--- src/nmb_pkg.sv ---
package nmb_pkg;

  // Fraction bits of the unit component, one pipeline stage per bit
  localparam int FracBits = 16;
  // Sum of squares of three components in [-765, 765]
  localparam int SumBits = 21;
  // Square of one component magnitude
  localparam int SqBits = 20;
  // Remainder of the root search: square shifted up by two fraction widths
  localparam int RemBits = SqBits + 2 * FracBits;
  // Running product magnitude * sum
  localparam int ProdBits = SumBits + FracBits;
  // Bit index width for the search stages
  localparam int PosBits = $clog2(FracBits);

  typedef struct packed {
    logic [7:0] base_x;
    logic [7:0] base_y;
    logic [7:0] base_z;
    logic [7:0] detail_x;
    logic [7:0] detail_y;
    logic [7:0] detail_z;
  } pix_t;

  typedef struct packed {
    logic [7:0] out_x;
    logic [7:0] out_y;
    logic [7:0] out_z;
  } res_t;

  // State carried through the root search stages
  typedef struct packed {
    logic [2:0]                     neg;
    logic [SumBits-1:0]             sum;
    logic [2:0][RemBits-1:0]        rem;
    logic [2:0][ProdBits-1:0]       prod;
    logic [2:0][FracBits-1:0]       mag;
  } iter_t;

endpackage

--- src/nmb_root_step.sv ---
module nmb_root_step
  import nmb_pkg::*;
(
  input  logic               clk,
  input  logic               rst,
  input  logic [PosBits-1:0] bit_pos,
  input  logic               adv,
  input  logic               in_valid,
  input  iter_t              in_state,
  output logic               valid,
  output iter_t              state
);

  localparam int DiffBits = RemBits + 2;

  iter_t state_next;

  // Try one magnitude bit for each component: keep it if the trial square fits
  always_comb begin
    logic [DiffBits-1:0] trial;
    logic [DiffBits-1:0] rem_ext;
    state_next = in_state;
    for (int i = 0; i < 3; i++) begin
      trial = ({{(DiffBits-ProdBits){1'b0}}, in_state.prod[i]} << ({1'b0, bit_pos} + 5'd1))
            + ({{(DiffBits-SumBits){1'b0}}, in_state.sum} << {bit_pos, 1'b0});
      rem_ext = {2'b00, in_state.rem[i]};
      if (rem_ext >= trial) begin
        state_next.rem[i]  = in_state.rem[i] - trial[RemBits-1:0];
        state_next.prod[i] = in_state.prod[i]
                           + ({{(ProdBits-SumBits){1'b0}}, in_state.sum} << bit_pos);
        state_next.mag[i]  = in_state.mag[i] | (FracBits'(1) << bit_pos);
      end
    end
  end

  // Advance the stage when the downstream side can take it
  always_ff @(posedge clk) begin
    if (rst) begin
      valid <= 1'b0;
    end else if (adv) begin
      valid <= in_valid;
    end
  end

  always_ff @(posedge clk) begin
    if (adv) begin
      state <= state_next;
    end
  end

endmodule

--- config.mk ---
export PLATFORM = sky130hd
export DESIGN_NAME = nmb_root_step
export DESIGN_NICKNAME = d
export VERILOG_FILES = /design/src/nmb_pkg.sv /design/src/nmb_root_step.sv
export SDC_FILE = /design/constraint.sdc
export NUM_CORES = 2
export LEC_CHECK = 0
export BUFFER_PORTS_ARGS = -buffer_cell sky130_fd_sc_hd__buf_2
export CORE_MARGIN = 2
export CORE_UTILIZATION = 40
export CTS_BUF_LIST = sky130_fd_sc_hd__clkbuf_8
export DETAILED_ROUTE_END_ITERATION = 7
export PLACE_DENSITY = 0.63
export SLEW_MARGIN = 20
export SYNTH_ARGS = -nofsm -noshare
export SYNTH_HDL_FRONTEND = slang
export SYNTH_SLANG_ARGS = --single-unit
--- constraint.sdc ---
create_clock -name clk -period 16.5 [get_ports clk]
set_input_delay 1.65 -clock clk [delete_from_list [all_inputs] [get_ports clk]]
set_output_delay 1.65 -clock clk [all_outputs]
set_load 0.05 [all_outputs]
# Word-level counts from Yosys, hierarchy flattened
# Cells that the tools add are included.
# W data, S select, Z words.
# totals
regBits	340
output_inout_bits	340
# classes
addsub	10
magnitude_cmp	3
shifts	6
mux	9
bitwise_logic	3
# op_table
operator	n
$add A54 B54 Y54	3
$ge A52 B54 Y1	3
$shl A37 B5 Y54	3
$mux W52	3
$sub A52 B52 Y52	3
$add A37 B37 Y37	3
$mux W37	3
$shl A21 B5 Y54	1
$mux W16	3
$or A16 B16 Y16	3
$shl A21 B4 Y37	1
$shl A1 B4 Y16 const A	1
$add A4 B1 Y5 const B	1

# Longest topological paths before layout
# logic_depth
depth_word	5
mapped_depth	52
mapped_depth_nobuf	39

# Worst setup path after synthesis
# Ideal clock, no wire load.
# synth_path
path_type	input-to-reg
from	input bit_pos[0]
to	register state[204] (netlist name), data pin
setup_time_ns	0.260
arrival_ns	11.988
slack_ns	4.252
cell_stages	46
path_buffers	15
path_cell_list	buf_4 -> buf_4 -> inv_2 -> buf_1 -> clkbuf_1 -> clkbuf_1 -> ha_1 -> buf_2 -> buf_2 -> buf_1 -> buf_2 -> buf_1 -> buf_1 -> clkbuf_1 -> mux4_2 -> mux2i_1 -> nor2_1 -> a21oi_1 -> [10 not listed] -> a221o_1 -> a221o_1 -> nand2_1 -> a31oi_1 -> xnor2_1 -> ha_1 -> clkbuf_1 -> nand4_1 -> or3_1 -> nor2_1 -> a22oi_1 -> a311oi_1 -> a31oi_1 -> a211o_1 -> a21oi_2 -> buf_2 -> buf_2 -> mux2_2
# synth_rtl
item	line	rtl
start, declared	nmb_root_step.sv:6	input logic [PosBits-1:0] bit_pos,
end signal, assigned	nmb_root_step.sv:47	state <= state_next;
end, declared	nmb_root_step.sv:11	output iter_t state

==> results.sh <==
export IMPL_run_status="finished clean"
export IMPL_r2r_cells=2
export IMPL_syn_to_final_growth_pct=14.1
export IMPL_layout_setup_ws_ns=4.43
export IMPL_vias=43700
export IMPL_yosysWarnings=0
export IMPL_async_reset_ff_share_pct=0
export IMPL_met2_wirelength_um=83100
export IMPL_power_density_nw_per_um2=141
export IMPL_final_cell_mix="buf_2 (684), a21oi_1 (500), nand2_1 (448)"
export IMPL_fin_area_um2=50000
export IMPL_slew_headroom_pct=8.20
export IMPL_met3WireLength_um=15200
export IMPL_synth_top_flop_cell="edfxtp_1"
export IMPL_setup_viol=0
export IMPL_holdPathStages=2
export IMPL_gp_congestion=1.04
export IMPL_cap_violations=0
export IMPL_firstDrtPassIters=6
export IMPL_leakage_nw=22.2
export IMPL_grt_ovfl_total=0
export IMPL_die_w_um=335
export IMPL_first_iter_violations=4495
export IMPL_criticalPathCategory="in -> reg"
export IMPL_slew_viol_final=0
export IMPL_cts_buffers=68
export IMPL_synth_nets=5846
export IMPL_avgSynthCellArea_um2=8.62
export IMPL_ff2ff_setup_slack_ns=15.93
export IMPL_timing_final_crit_share_pct=73.2
export IMPL_seq_area_frac_synth_pct=23.3
export IMPL_clk_pin_slew_worst_paths_ns=0.06
export IMPL_cp_slowest_cell="ha_4"
export IMPL_drive_gt1_share_pct=22.7
export IMPL_ant_nets=0
export IMPL_synthCells=5087
export IMPL_routed_wl_um=186000
export IMPL_fillCellCount=10800
export IMPL_synth_cell_types=97
export IMPL_crit_top_cell="a21o_1"
export IMPL_worstPathArrival_ns=12.53
export IMPL_worstHoldPathType="reg -> reg"
export IMPL_rows=121
export IMPL_tritoncts="built"
export IMPL_grt_pass1_wl_um=267000
export IMPL_critical_path_max_stage_delay_ns=0.82
export IMPL_grt_max_degree=96
export IMPL_post_cts_setup_buffers=0
export IMPL_wl_per_cell_um=26.1
export IMPL_max_clock_freq_ghz=0.0828
export IMPL_pin_count=687
export IMPL_antenna_found_initial=12
export IMPL_ir_worst_vdd_v=0.0000942
export IMPL_ctsHoldBuffers=0
export IMPL_die_h_um=335
export IMPL_met1_length_um=77500
export IMPL_hold_viol=0
export IMPL_clock_root_buffer="clkbuf_8"
export IMPL_synth_edf_count=339
export IMPL_start_util_pct=40.3
export IMPL_ys_ff_latch=340
export IMPL_place_ws_ns=3.99
export IMPL_dieArea_um2=112000
export IMPL_clk_path_buf_depth=3
export IMPL_routed_top_layer="met5"
export IMPL_vias_per_cell=6.13
export IMPL_htreeDepth=3
export IMPL_core_um2=109000
export IMPL_clk_latency_ns=0.71
export IMPL_post_route_min_period_ns=12.07
export IMPL_ctsResizeCount=0
export IMPL_crit_path_max_fanout=63
export IMPL_layout_commonest_cell="buf_2"
export IMPL_grt_pass1_vias=41200
export IMPL_required_ns=16.96
export IMPL_fin_worst_skew_ns=0
export IMPL_final_nets=6409
export IMPL_holdWs_ns=0.488
export IMPL_post_dp_cell_area_um2=48500
export IMPL_tightest_slew_ns=1.37
export IMPL_crit_path_end_kind="flop"
export IMPL_startpoint_type="input port"
export IMPL_port_buffers=686
export IMPL_grtUsageTotal_pct=31.7
export IMPL_cts_sinks=340
export IMPL_syn_area_um2=43800
export IMPL_fin_tns_setup_ns=0
export IMPL_drc=0
export IMPL_dp_hpwl_um=151000
export IMPL_rsz0062_at_grt="no"
==> metrics by stage <==
step	total power [mW]	std cells	utilization [%]
after floorplan	4.85	5087	-
after global placement	6.04	6994	44.7
after detailed placement	6.04	6994	44.7
after CTS	7.04	7116	46.0
after global routing	7.50	7121	46.0
final	7.07	7122	46.0
==> layout make-up <==
class	count	area (um^2)	share of cell area [%]
multi-input cells	4360	32200	64.3
flip-flops and latches	340	10200	20.4
repair buffers	750	3930	7.86
well taps	1414	1770	3.54
clock buffers	69	950	1.90
clock inverters	53	504	1.01
inverters	130	488	0.976
diodes	6	15.0	0.0300
==> final timing paths <==
check	startpoint	end
worst max-delay path	bit_pos[0]	state[113]
worst max register to register	valid	valid
worst min-delay path	valid	valid
worst min register to register	valid	valid
==> per-layer routing <==
| layer | vias to the layer above | global-route usage (%) |
|---|---|---|
| met4 | 14 | 14.9 |
| met2 | 2138 | 50.3 |
| li1 | 20400 | - |
| met3 | 394 | 5.67 |
| met1 | 20800 | 41.8 |
| met5 | - | 0 |
==> worst max-delay path, delay by kind of cell <==
kind / cells / cell delay (ns)
mux: 2 / 1.02
simple gates: 8 / 1.60
xor+xnor: 1 / 0.14
compound gates: 18 / 3.60
buf+inv: 5 / 2.64
fa+ha+maj: 3 / 1.68
==> cells by family (layout without fill, tap and decap cells) <==
group,after synthesis,count (layout),share of synthesized area [%]
AO/OA/AOI/OAI,1701,1701,24.7
XOR/XNOR,393,393,7.85
adder cells (fa/ha/maj),420,420,12.1
buffers and inverters,387,1002,3.54
flip-flops,340,340,23.3
multiplexers,498,498,14.3
other,0,6,0
AND/OR/NAND/NOR,1348,1348,14.3
==> cell usage after synthesis, types with 26 or more instances <==
cell | number | area (um^2)
buf_1 | 37 | 139
a21o_1 | 277 | 2080
and2_1 | 29 | 181
o21ai_0 | 361 | 1810
o21a_1 | 51 | 383
mux4_2 | 73 | 1640
edfxtp_1 | 339 | 10200
o22ai_1 | 44 | 275
nand2b_1 | 64 | 400
nand2_1 | 449 | 1690
nor2b_1 | 72 | 450
ha_1 | 403 | 5040
nand3_1 | 91 | 455
clkbuf_1 | 162 | 608
a21oi_1 | 500 | 2500
mux2i_1 | 138 | 1380
buf_2 | 49 | 245
inv_1 | 127 | 477
xor2_1 | 131 | 1150
o31ai_1 | 26 | 195
xnor2_1 | 262 | 2290
mux2_2 | 272 | 3060
a211oi_1 | 41 | 308
and3_1 | 43 | 269
a31o_2 | 52 | 455
nor3_1 | 73 | 365
nand4_1 | 68 | 425
o21bai_1 | 70 | 526
a31oi_1 | 63 | 394
nor2_1 | 376 | 1410
==> state kept, by name, indices dropped and copies added (netlist names) <==
register	count
valid	1
state	339
==> where the power goes <==
group          internal (mW)  total [mW]  switching, mW
Sequential              1.27        1.34         0.0656
Clock                  0.526       0.960          0.434
Combinational           1.69        4.77           3.09
Total                   3.49        7.07           3.59
Power figures use the tool's default switching activity.
